### src/rtl/snmp_kl_pkg.sv
// ----------------------------------------------------------------------------
// snmp_kl_pkg: shared types and constants for SNMP key localization
// Item structs, state encoding, MD5 constant and rotate tables.
// ----------------------------------------------------------------------------
`default_nettype none

package snmp_kl_pkg;

    localparam int MAX_PASSWORD  = 64;
    localparam int MAX_ENGINE_ID = 32;
    localparam int PW_CNT_W      = 8;
    localparam int ENG_CNT_W     = 6;
    localparam int PW_IDX_W      = $clog2(MAX_PASSWORD);
    localparam int ENG_IDX_W     = $clog2(MAX_ENGINE_ID);
    // 1048576 bytes = 16384 blocks of 64 bytes
    localparam int EXP_BLOCKS    = 16384;
    localparam int BLK_CNT_W     = 15;

    localparam logic [1:0] STATUS_OK       = 2'd0;
    localparam logic [1:0] STATUS_EMPTY    = 2'd1;
    localparam logic [1:0] STATUS_OVERFLOW = 2'd2;

    typedef struct packed {
        logic       mode;
        logic [7:0] data_byte;
        logic       last;
    } in_item_t;

    typedef struct packed {
        logic [7:0] key_byte;
        logic       last_byte;
        logic [1:0] status;
    } out_item_t;

    // Message block source selection
    typedef enum logic [2:0] {
        SRC_PASSWORD,   // cyclic password bytes
        SRC_PAD1,       // padding block for the 1 MiB message
        SRC_LOC,        // Ku | engine | Ku (+ padding if it fits)
        SRC_LOC_PAD     // second block of localization padding
    } blk_src_t;

    typedef enum logic [3:0] {
        ST_IDLE,
        ST_FILL,        // load 64 message bytes, one per cycle
        ST_ROUND,       // 64 MD5 rounds, one per cycle
        ST_ADD,         // add working vars to chaining value
        ST_EMIT,        // present key bytes
        ST_ERROR        // present error result
    } state_t;

    function automatic logic [31:0] md5_k(input logic [5:0] i);
        logic [31:0] k;
        unique case (i)
            6'd0: k = 32'hd76aa478;  6'd1: k = 32'he8c7b756;
            6'd2: k = 32'h242070db;  6'd3: k = 32'hc1bdceee;
            6'd4: k = 32'hf57c0faf;  6'd5: k = 32'h4787c62a;
            6'd6: k = 32'ha8304613;  6'd7: k = 32'hfd469501;
            6'd8: k = 32'h698098d8;  6'd9: k = 32'h8b44f7af;
            6'd10: k = 32'hffff5bb1; 6'd11: k = 32'h895cd7be;
            6'd12: k = 32'h6b901122; 6'd13: k = 32'hfd987193;
            6'd14: k = 32'ha679438e; 6'd15: k = 32'h49b40821;
            6'd16: k = 32'hf61e2562; 6'd17: k = 32'hc040b340;
            6'd18: k = 32'h265e5a51; 6'd19: k = 32'he9b6c7aa;
            6'd20: k = 32'hd62f105d; 6'd21: k = 32'h02441453;
            6'd22: k = 32'hd8a1e681; 6'd23: k = 32'he7d3fbc8;
            6'd24: k = 32'h21e1cde6; 6'd25: k = 32'hc33707d6;
            6'd26: k = 32'hf4d50d87; 6'd27: k = 32'h455a14ed;
            6'd28: k = 32'ha9e3e905; 6'd29: k = 32'hfcefa3f8;
            6'd30: k = 32'h676f02d9; 6'd31: k = 32'h8d2a4c8a;
            6'd32: k = 32'hfffa3942; 6'd33: k = 32'h8771f681;
            6'd34: k = 32'h6d9d6122; 6'd35: k = 32'hfde5380c;
            6'd36: k = 32'ha4beea44; 6'd37: k = 32'h4bdecfa9;
            6'd38: k = 32'hf6bb4b60; 6'd39: k = 32'hbebfbc70;
            6'd40: k = 32'h289b7ec6; 6'd41: k = 32'heaa127fa;
            6'd42: k = 32'hd4ef3085; 6'd43: k = 32'h04881d05;
            6'd44: k = 32'hd9d4d039; 6'd45: k = 32'he6db99e5;
            6'd46: k = 32'h1fa27cf8; 6'd47: k = 32'hc4ac5665;
            6'd48: k = 32'hf4292244; 6'd49: k = 32'h432aff97;
            6'd50: k = 32'hab9423a7; 6'd51: k = 32'hfc93a039;
            6'd52: k = 32'h655b59c3; 6'd53: k = 32'h8f0ccc92;
            6'd54: k = 32'hffeff47d; 6'd55: k = 32'h85845dd1;
            6'd56: k = 32'h6fa87e4f; 6'd57: k = 32'hfe2ce6e0;
            6'd58: k = 32'ha3014314; 6'd59: k = 32'h4e0811a1;
            6'd60: k = 32'hf7537e82; 6'd61: k = 32'hbd3af235;
            6'd62: k = 32'h2ad7d2bb; default: k = 32'heb86d391;
        endcase
        return k;
    endfunction

    function automatic logic [4:0] md5_rot(input logic [5:0] i);
        logic [4:0] r;
        unique case ({i[5:4], i[1:0]})
            4'b0000: r = 5'd7;  4'b0001: r = 5'd12; 4'b0010: r = 5'd17; 4'b0011: r = 5'd22;
            4'b0100: r = 5'd5;  4'b0101: r = 5'd9;  4'b0110: r = 5'd14; 4'b0111: r = 5'd20;
            4'b1000: r = 5'd4;  4'b1001: r = 5'd11; 4'b1010: r = 5'd16; 4'b1011: r = 5'd23;
            4'b1100: r = 5'd6;  4'b1101: r = 5'd10; 4'b1110: r = 5'd15; default: r = 5'd21;
        endcase
        return r;
    endfunction

endpackage

`default_nettype wire

### src/rtl/snmp_password_key_localize.sv
// ----------------------------------------------------------------------------
// snmp_password_key_localize: SNMPv3 MD5 password to localized key
// Stores password and engine ID bytes, then runs one shared MD5 round unit
// over the expanded password and the localization message.
// ----------------------------------------------------------------------------
// The final engine ID item starts 16386 or 16387 blocks, each a 64-byte fill,
// 64 MD5 rounds and an add, paced by the one-round-per-cycle MD5 unit and
// byte-wide block fill. Then 16 key transfers, one per cycle when out_ready is
// high; an error item gives its single result the cycle after it is accepted.
// Reset clears counts, overflow flag and the sequencer; stores are not cleared.
`default_nettype none

module snmp_password_key_localize
    import snmp_kl_pkg::*;
(
    input  wire logic      clk,
    input  wire logic      rst_n,
    input  wire logic      in_valid,
    output logic           in_ready,
    input  wire in_item_t  in_data,
    output logic           out_valid,
    input  wire logic      out_ready,
    output out_item_t      out_data
);

    // Byte stores
    logic [7:0] pw_mem  [MAX_PASSWORD];
    logic [7:0] eng_mem [MAX_ENGINE_ID];

    logic [PW_CNT_W-1:0]  pw_cnt_reg;
    logic [ENG_CNT_W-1:0] eng_cnt_reg;
    logic                 ovf_reg;

    state_t     state_reg, state_next;
    blk_src_t   src_reg, src_next;
    logic [5:0] cnt_reg, cnt_next;          // byte / round / emit index
    logic [BLK_CNT_W-1:0] blk_reg, blk_next;
    logic [PW_IDX_W-1:0]  pidx_reg, pidx_next;
    logic [1:0] err_reg, err_next;

    logic [31:0] h_reg [4];                 // chaining value
    logic [31:0] ku_reg [4];                // Ku
    logic [31:0] a_reg, b_reg, c_reg, d_reg;
    logic [31:0] msg_reg [16];

    // Registered byte reads; the address is the next fill position
    logic [7:0] pw_rd_reg, eng_rd_reg, fill_byte;
    logic [ENG_IDX_W-1:0] eng_addr;
    logic [6:0] loc_n;                      // 32 + engine count
    logic [6:0] pos;                        // byte position inside loc message

    wire in_xfer  = in_valid && in_ready;
    wire out_xfer = out_valid && out_ready;

    assign in_ready  = (state_reg == ST_IDLE);
    assign loc_n     = 7'd32 + {1'b0, eng_cnt_reg};
    assign eng_addr  = ENG_IDX_W'(cnt_next - 6'd16);

    // Byte i of a 128-bit key held as four words, low byte of each word first
    function automatic logic [7:0] ku_byte(input logic [3:0] i, input logic [31:0] k0,
        input logic [31:0] k1, input logic [31:0] k2, input logic [31:0] k3);
        logic [31:0] w;
        case (i[3:2])
            2'd0: w = k0;
            2'd1: w = k1;
            2'd2: w = k2;
            default: w = k3;
        endcase
        return w[{i[1:0], 3'b000} +: 8];
    endfunction

    logic [9:0]  loc_bits;
    assign loc_bits  = {loc_n, 3'b000};

    always_comb
    begin
        pos       = {1'b0, cnt_reg};
        fill_byte = 8'h00;
        unique case (src_reg)
            SRC_PASSWORD: fill_byte = pw_rd_reg;
            SRC_PAD1:
            begin
                // 0x80, zeros, length 2^23 bits little endian
                if (cnt_reg == 6'd0)       fill_byte = 8'h80;
                else if (cnt_reg == 6'd58) fill_byte = 8'h80;
                else                       fill_byte = 8'h00;
            end
            SRC_LOC:
            begin
                if (pos < 7'd16)
                    fill_byte = ku_byte(cnt_reg[3:0], ku_reg[0], ku_reg[1], ku_reg[2], ku_reg[3]);
                else if (pos < 7'd16 + {1'b0, eng_cnt_reg})
                    fill_byte = eng_rd_reg;
                else if (pos < loc_n)
                    fill_byte = ku_byte(4'(pos - 7'd16 - {1'b0, eng_cnt_reg}),
                                        ku_reg[0], ku_reg[1], ku_reg[2], ku_reg[3]);
                else if (pos == loc_n)
                    fill_byte = 8'h80;
                else if (loc_n < 7'd56 && cnt_reg == 6'd56)
                    fill_byte = loc_bits[7:0];
                else if (loc_n < 7'd56 && cnt_reg == 6'd57)
                    fill_byte = {6'd0, loc_bits[9:8]};
                else
                    fill_byte = 8'h00;
            end
            default:
            begin
                // second block: 0x80 first only when message filled block one
                if (cnt_reg == 6'd0 && loc_n == 7'd64) fill_byte = 8'h80;
                else if (cnt_reg == 6'd56)            fill_byte = loc_bits[7:0];
                else if (cnt_reg == 6'd57)            fill_byte = {6'd0, loc_bits[9:8]};
                else                                  fill_byte = 8'h00;
            end
        endcase
    end

    // Shared MD5 round unit
    logic [31:0] f_val, m_val, t_val, rot_val;
    logic [3:0]  g_idx;
    logic [4:0]  r_amt;
    always_comb
    begin
        unique case (cnt_reg[5:4])
            2'd0:
            begin
                f_val = (b_reg & c_reg) | (~b_reg & d_reg);
                g_idx = cnt_reg[3:0];
            end
            2'd1:
            begin
                f_val = (d_reg & b_reg) | (~d_reg & c_reg);
                g_idx = 4'({cnt_reg, 2'b00} + {2'b00, cnt_reg} + 8'd1);
            end
            2'd2:
            begin
                f_val = b_reg ^ c_reg ^ d_reg;
                g_idx = 4'({1'b0, cnt_reg, 1'b0} + {2'b00, cnt_reg} + 8'd5);
            end
            default:
            begin
                f_val = c_reg ^ (b_reg | ~d_reg);
                g_idx = 4'({cnt_reg, 2'b00} + {1'b0, cnt_reg, 1'b0} + {2'b00, cnt_reg});
            end
        endcase
        m_val   = msg_reg[g_idx];
        r_amt   = md5_rot(cnt_reg);
        t_val   = a_reg + f_val + md5_k(cnt_reg) + m_val;
        rot_val = (t_val << r_amt) | (t_val >> (6'd32 - {1'b0, r_amt}));
    end

    // Sequencer
    always_comb
    begin
        state_next = state_reg;
        src_next   = src_reg;
        cnt_next   = cnt_reg;
        blk_next   = blk_reg;
        pidx_next  = pidx_reg;
        err_next   = err_reg;
        unique case (state_reg)
            ST_IDLE:
            begin
                if (in_xfer && in_data.mode && in_data.last)
                begin
                    cnt_next  = '0;
                    pidx_next = '0;
                    blk_next  = '0;
                    src_next  = SRC_PASSWORD;
                    if (ovf_reg || eng_cnt_reg == ENG_CNT_W'(MAX_ENGINE_ID))
                    begin
                        err_next   = STATUS_OVERFLOW;
                        state_next = ST_ERROR;
                    end
                    else if (pw_cnt_reg == '0)
                    begin
                        err_next   = STATUS_EMPTY;
                        state_next = ST_ERROR;
                    end
                    else
                        state_next = ST_FILL;
                end
            end
            ST_FILL:
            begin
                if (src_reg == SRC_PASSWORD)
                    pidx_next = ({1'b0, pidx_reg} + 8'd1 >= pw_cnt_reg) ? '0
                                : pidx_reg + 1'b1;
                cnt_next = cnt_reg + 1'b1;
                if (cnt_reg == 6'd63)
                    state_next = ST_ROUND;
            end
            ST_ROUND:
            begin
                cnt_next = cnt_reg + 1'b1;
                if (cnt_reg == 6'd63)
                    state_next = ST_ADD;
            end
            ST_ADD:
            begin
                state_next = ST_FILL;
                unique case (src_reg)
                    SRC_PASSWORD:
                    begin
                        blk_next = blk_reg + 1'b1;
                        if (blk_reg == BLK_CNT_W'(EXP_BLOCKS - 1))
                            src_next = SRC_PAD1;
                    end
                    SRC_PAD1: src_next = SRC_LOC;
                    SRC_LOC:
                        if (loc_n >= 7'd56) src_next = SRC_LOC_PAD;
                        else                state_next = ST_EMIT;
                    default: state_next = ST_EMIT;
                endcase
            end
            ST_EMIT:
            begin
                if (out_xfer)
                begin
                    cnt_next = cnt_reg + 1'b1;
                    if (cnt_reg == 6'd15)
                        state_next = ST_IDLE;
                end
            end
            default:
                if (out_xfer) state_next = ST_IDLE;
        endcase
    end

    always_ff @(posedge clk or negedge rst_n)
    begin
        if (!rst_n)
        begin
            state_reg   <= ST_IDLE;
            src_reg     <= SRC_PASSWORD;
            cnt_reg     <= '0;
            blk_reg     <= '0;
            pidx_reg    <= '0;
            err_reg     <= STATUS_OK;
            pw_cnt_reg  <= '0;
            eng_cnt_reg <= '0;
            ovf_reg     <= 1'b0;
        end
        else
        begin
            state_reg <= state_next;
            src_reg   <= src_next;
            cnt_reg   <= cnt_next;
            blk_reg   <= blk_next;
            pidx_reg  <= pidx_next;
            err_reg   <= err_next;
            if (in_xfer)
            begin
                if (!in_data.mode)
                begin
                    if (pw_cnt_reg < PW_CNT_W'(MAX_PASSWORD)) pw_cnt_reg <= pw_cnt_reg + 1'b1;
                    else                                       ovf_reg    <= 1'b1;
                end
                else if (eng_cnt_reg < ENG_CNT_W'(MAX_ENGINE_ID))
                    eng_cnt_reg <= eng_cnt_reg + 1'b1;
                else if (!in_data.last)
                    ovf_reg <= 1'b1;
            end
            // counts clear once the result has been handed over
            if ((state_reg == ST_EMIT && out_xfer && cnt_reg == 6'd15) ||
                (state_reg == ST_ERROR && out_xfer))
            begin
                pw_cnt_reg  <= '0;
                eng_cnt_reg <= '0;
                ovf_reg     <= 1'b0;
            end
        end
    end

    // Stores: written on load transfers, read one byte ahead of the fill
    always_ff @(posedge clk)
    begin
        if (in_xfer && !in_data.mode && pw_cnt_reg < PW_CNT_W'(MAX_PASSWORD))
            pw_mem[pw_cnt_reg[PW_IDX_W-1:0]] <= in_data.data_byte;
        if (in_xfer && in_data.mode && eng_cnt_reg < ENG_CNT_W'(MAX_ENGINE_ID))
            eng_mem[eng_cnt_reg[ENG_IDX_W-1:0]] <= in_data.data_byte;
        pw_rd_reg  <= pw_mem[pidx_next];
        eng_rd_reg <= eng_mem[eng_addr];
    end

    // Datapath: message block, working variables, chaining value
    always_ff @(posedge clk)
    begin
        if (state_reg == ST_IDLE)
        begin
            h_reg[0] <= 32'h67452301;
            h_reg[1] <= 32'hefcdab89;
            h_reg[2] <= 32'h98badcfe;
            h_reg[3] <= 32'h10325476;
        end
        if (state_reg == ST_FILL)
        begin
            msg_reg[cnt_reg[5:2]][{cnt_reg[1:0], 3'b000} +: 8] <= fill_byte;
            if (cnt_reg == 6'd63)
            begin
                a_reg <= h_reg[0];
                b_reg <= h_reg[1];
                c_reg <= h_reg[2];
                d_reg <= h_reg[3];
            end
        end
        if (state_reg == ST_ROUND)
        begin
            a_reg <= d_reg;
            d_reg <= c_reg;
            c_reg <= b_reg;
            b_reg <= b_reg + rot_val;
        end
        if (state_reg == ST_ADD)
        begin
            if (src_reg == SRC_PAD1)
            begin
                // Ku done; restart chaining for the localization hash
                ku_reg[0] <= h_reg[0] + a_reg;
                ku_reg[1] <= h_reg[1] + b_reg;
                ku_reg[2] <= h_reg[2] + c_reg;
                ku_reg[3] <= h_reg[3] + d_reg;
                h_reg[0]  <= 32'h67452301;
                h_reg[1]  <= 32'hefcdab89;
                h_reg[2]  <= 32'h98badcfe;
                h_reg[3]  <= 32'h10325476;
            end
            else
            begin
                h_reg[0] <= h_reg[0] + a_reg;
                h_reg[1] <= h_reg[1] + b_reg;
                h_reg[2] <= h_reg[2] + c_reg;
                h_reg[3] <= h_reg[3] + d_reg;
            end
        end
    end

    // Output
    assign out_valid = (state_reg == ST_EMIT) || (state_reg == ST_ERROR);
    always_comb
    begin
        if (state_reg == ST_ERROR)
        begin
            out_data.key_byte  = 8'h00;
            out_data.last_byte = 1'b1;
            out_data.status    = err_reg;
        end
        else
        begin
            out_data.key_byte  = ku_byte(cnt_reg[3:0], h_reg[0], h_reg[1], h_reg[2], h_reg[3]);
            out_data.last_byte = (cnt_reg[3:0] == 4'd15);
            out_data.status    = STATUS_OK;
        end
    end

    // Checks
    a_no_accept_busy: assert property (@(posedge clk) disable iff (!rst_n)
        state_reg != ST_IDLE |-> !in_ready)
        else $error("input accepted while busy");
    a_out_only_result: assert property (@(posedge clk) disable iff (!rst_n)
        out_valid |-> (state_reg == ST_EMIT || state_reg == ST_ERROR))
        else $error("output valid outside result phase");
    a_err_has_status: assert property (@(posedge clk) disable iff (!rst_n)
        state_reg == ST_ERROR |-> err_reg != STATUS_OK)
        else $error("error result without error status");
    a_pw_nonempty: assert property (@(posedge clk) disable iff (!rst_n)
        state_reg == ST_ROUND |-> pw_cnt_reg != '0)
        else $error("hashing with empty password");

endmodule

`default_nettype wire
### config.mk
export PLATFORM = sky130hd
export DESIGN_NAME = snmp_password_key_localize
export DESIGN_NICKNAME = d
export VERILOG_FILES = /design/src/rtl/snmp_kl_pkg.sv /design/src/rtl/snmp_password_key_localize.sv
export SDC_FILE = /design/constraint.sdc
export NUM_CORES = 2
export LEC_CHECK = 0
export BUFFER_PORTS_ARGS = -buffer_cell sky130_fd_sc_hd__buf_2
export CORE_MARGIN = 8
export CORE_UTILIZATION = 47
export DETAILED_ROUTE_END_ITERATION = 7
export MAX_ROUTING_LAYER = met4
export PLACE_DENSITY = 0.61
export SETUP_SLACK_MARGIN = 0.2
export SYNTH_ARGS = -nofsm -noshare
export SYNTH_HDL_FRONTEND = slang
export SYNTH_SLANG_ARGS = --single-unit
### constraint.sdc
create_clock -name clk -period 15.1 [get_ports clk]
set_input_delay 0.755 -clock clk [delete_from_list [all_inputs] [get_ports clk]]
set_output_delay 0.755 -clock clk [all_outputs]
set_load 0.01 [all_outputs]
==> impl_metrics.py <==
metrics = {
    "yosys": {
        "synth_async_sr_flop_share_pct": 2.83,
        "yosys.cell_count.top_type": "edfxtp_1",
        "synth_commonest_cells": "edfxtp_1 (1632), nand2_1 (1255), nor2_1 (505)",
        "synthTopCellsByArea": "edfxtp_1 (54%), nand2_1 (5.2%), mux2i_1 (3.9%)",
        "synth_area_leader_cell": "edfxtp_1",
        "yosys_register_bits": 1729,
        "synthesis.area_mm2": 0.0907,
        "postSynthNetCount": 8158,
        "synth-edff-count": 1632,
        "count_of_warnings_emitted_by_yosys": 0,
        "synthesis.instances": 7818,
        "share_of_synthesized_area_occupied_by_flip_flops_and_latches_pct": 56.4,
        "dominantRegCellSynth": "edfxtp_1",
        "syn-mean-instance-area_um2": 11.6,
        "synth.lib_cells_used.distinct": 112,
        "synth_top_area_share_pct": 54.0,
    },
    "cts": {
        "cts.hold.buffers_added": 0,
        "clkSlewWorstSetupHoldPaths_ns": 0.07,
        "worst_skew_pair_latency_ns": 0.85,
        "clockRootBuffer": "clkbuf_16",
        "post_cts_buffers": 0,
        "clkSinkCount": 1729,
        "tritoncts": "done",
        "clk_path_buf_depth": 3,
        "ctsHtreeMaxLevel": 4,
        "cts-resized-gates": 0,
        "cts_buffers": 183,
    },
    "setup_path": {
        "timing_worst_setup_path_type": "reg2reg",
        "critical-path-top-delay-family": "compound AO/OA/AOI/OAI gates",
        "startpoint_type": "flip-flop",
        "cp_data_arrival_time_ns": 13.70,
        "cp_common_cell": "o21ai_0",
        "worst-path-max-fanout": 55,
        "critical_path.endpoint_type": "flip-flop",
        "r2r_setup_slack_ns": 1.95,
        "required_time_of_the_worst_setup_path_ns": 15.64,
        "cp_slowest_cell": "ha_1",
        "cp.buffers_inverters": 5,
        "critPathMaxStageDelay_ns": 0.90,
    },
    "sta": {
        "setup_viol": 0,
        "timing_worst_slew_pin_value_ns": 1.41,
        "clock.fmax_mhz": 76.0,
        "drv_slew": 0,
        "period_minus_ws_final_ns": 13.15,
        "setup_total_negative_slack_ns": 0,
        "finalCritPeriodShare_pct": 87.1,
        "timing.hold.ws_ns": 0.0673,
        "finalClockSkew_ns": 0.0419,
        "finalHoldViolations": 0,
        "rsz0062_at_grt": "no",
        "timing.slew.headroom_pct": 4.58,
    },
    "floorplan": {
        "chipHeight_um": 455,
        "start_util_pct": 47.2,
        "floorplan.die.width_um": 455,
        "floorplan_core_area_mm2": 0.192,
        "placementRows": 161,
        "area_of_the_die_mm2": 0.207,
        "boundaryPins": 27,
    },
    "status": {
        "outcome": "finished, final reports clean",
    },
    "place": {
        "port-buffer-count": 26,
        "place_area_mm2": 0.0931,
        "finalWeightedCongestion": 1.08,
        "dp.final_hpwl_um": 204000,
    },
    "grt": {
        "grt_antenna_before_repair": 13,
        "number_of_global_route_vias_before_repair": 60900,
        "grt_usage_pct": 28.3,
        "grt_max_degree": 143,
        "grt_pass1_wl_um": 423000,
        "grt_overflow_total": 0,
    },
    "final_layout": {
        "final_util_pct": 51.6,
        "stdcell_area_mm2": 0.0991,
        "final_layout_size_suffix_gt1_share_pct": 8.20,
        "flow.area_growth_from_synthesis_pct": 9.27,
        "num-fill-cells": 16800,
        "finish.net_count": 8011,
    },
    "routing": {
        "routed_wl_um": 293000,
        "ant_nets": 0,
        "drt_first_iter_violations": 7613,
        "remaining_drc_errors": 0,
        "drt_pass1_iterations": 6,
        "detailed_route_vias_per_instance": 6.30,
        "dr_total_vias": 65300,
        "wl_per_cell_um": 28.3,
    },
    "run": {
        "maxCapViolCount": 0,
    },
    "min_path": {
        "path_type_of_the_worst_min_delay_path": "in2async",
    },
}
logic make-up (layout without fill, tap and decap cells):
group                      count (synthesis)  in the layout  share of synthesized area, %
AOI/OAI and AO/OA                       1801           1801                          13.2
muxes                                    499            499                          7.28
and+or+nand+nor                         2572           2572                          12.6
buffers and inverters                    647            654                          2.91
xor gates and xnor gates                 243            243                          2.42
DFF                                     1729           1729                          56.4
other                                      0             10                             0
adders and majority gates                327            327                          5.11
worst reg2reg max path, delay by kind of cell, from the launching register on:
kind	cells	cell delay, ns
AO/OA/AOI/OAI	21	5.48
XOR/XNOR	1	0.17
adder cells (fa/ha/maj)	6	3.00
buffers and inverters	5	1.80
flip-flops	1	0.79
multiplexers	2	0.68
AND/OR/NAND/NOR	4	0.94
metal layers:
layer	part of all wire [%]	global-route usage, %
met5	0	-
met3	9.8	6.32
met1	42	39.4
met2	43	40.6
met4	4.6	11.1
cell usage in the layout (no fill, tap or decap), types with 136 or more instances in the layout:
cell / n
a211oi_1: 241
edfxtp_1: 1632
nand2_1: 1253
a31oi_1: 203
a21oi_1: 407
inv_1: 170
nor2b_1: 164
clkbuf_16: 186
mux2i_1: 354
o21ai_0: 259
nor2_1: 500
nand3_1: 184
ha_1: 251
xnor2_1: 136
layout make-up:
type / instances / area (um2) / area share, %
Clock inverter: 106 / 1040 / 1.05
Timing Repair Buffer: 132 / 971 / 0.980
Tap cell: 2526 / 3160 / 3.19
Clock buffer: 233 / 4920 / 4.97
Multi-Input combinational cell: 5442 / 37100 / 37.4
Antenna cell: 10 / 25.0 / 0.0252
Sequential cell: 1729 / 51200 / 51.7
Inverter: 183 / 689 / 0.696
worst paths after layout:
check	from	to	cells after the start
worst max-delay path	cnt_reg[0]	b_reg[30]	39
worst min-delay path	rst_n	pidx_reg[1]	2
worst max register to register	cnt_reg[0]	b_reg[30]	39
worst min register to register	blk_reg[14]	blk_reg[14]	1
max in group asynchronous	rst_n	cnt_reg[5]	2
min in group clk	in_valid	ovf_reg	3
per-stage QoR:
stage / cells / worst slack [ns]
6_report: 10400 / 1.95
5_1_grt: 10400 / 1.12
4_1_cts: 10400 / 2.20
3_5_place_dp: 10000 / 2.26
3_3_place_gp: 10000 / 2.44
2_1_floorplan: 7818 / 3.87
Power is not shown: default switching activity piles up to over one toggle a cycle in this logic, so the estimate is an artifact.
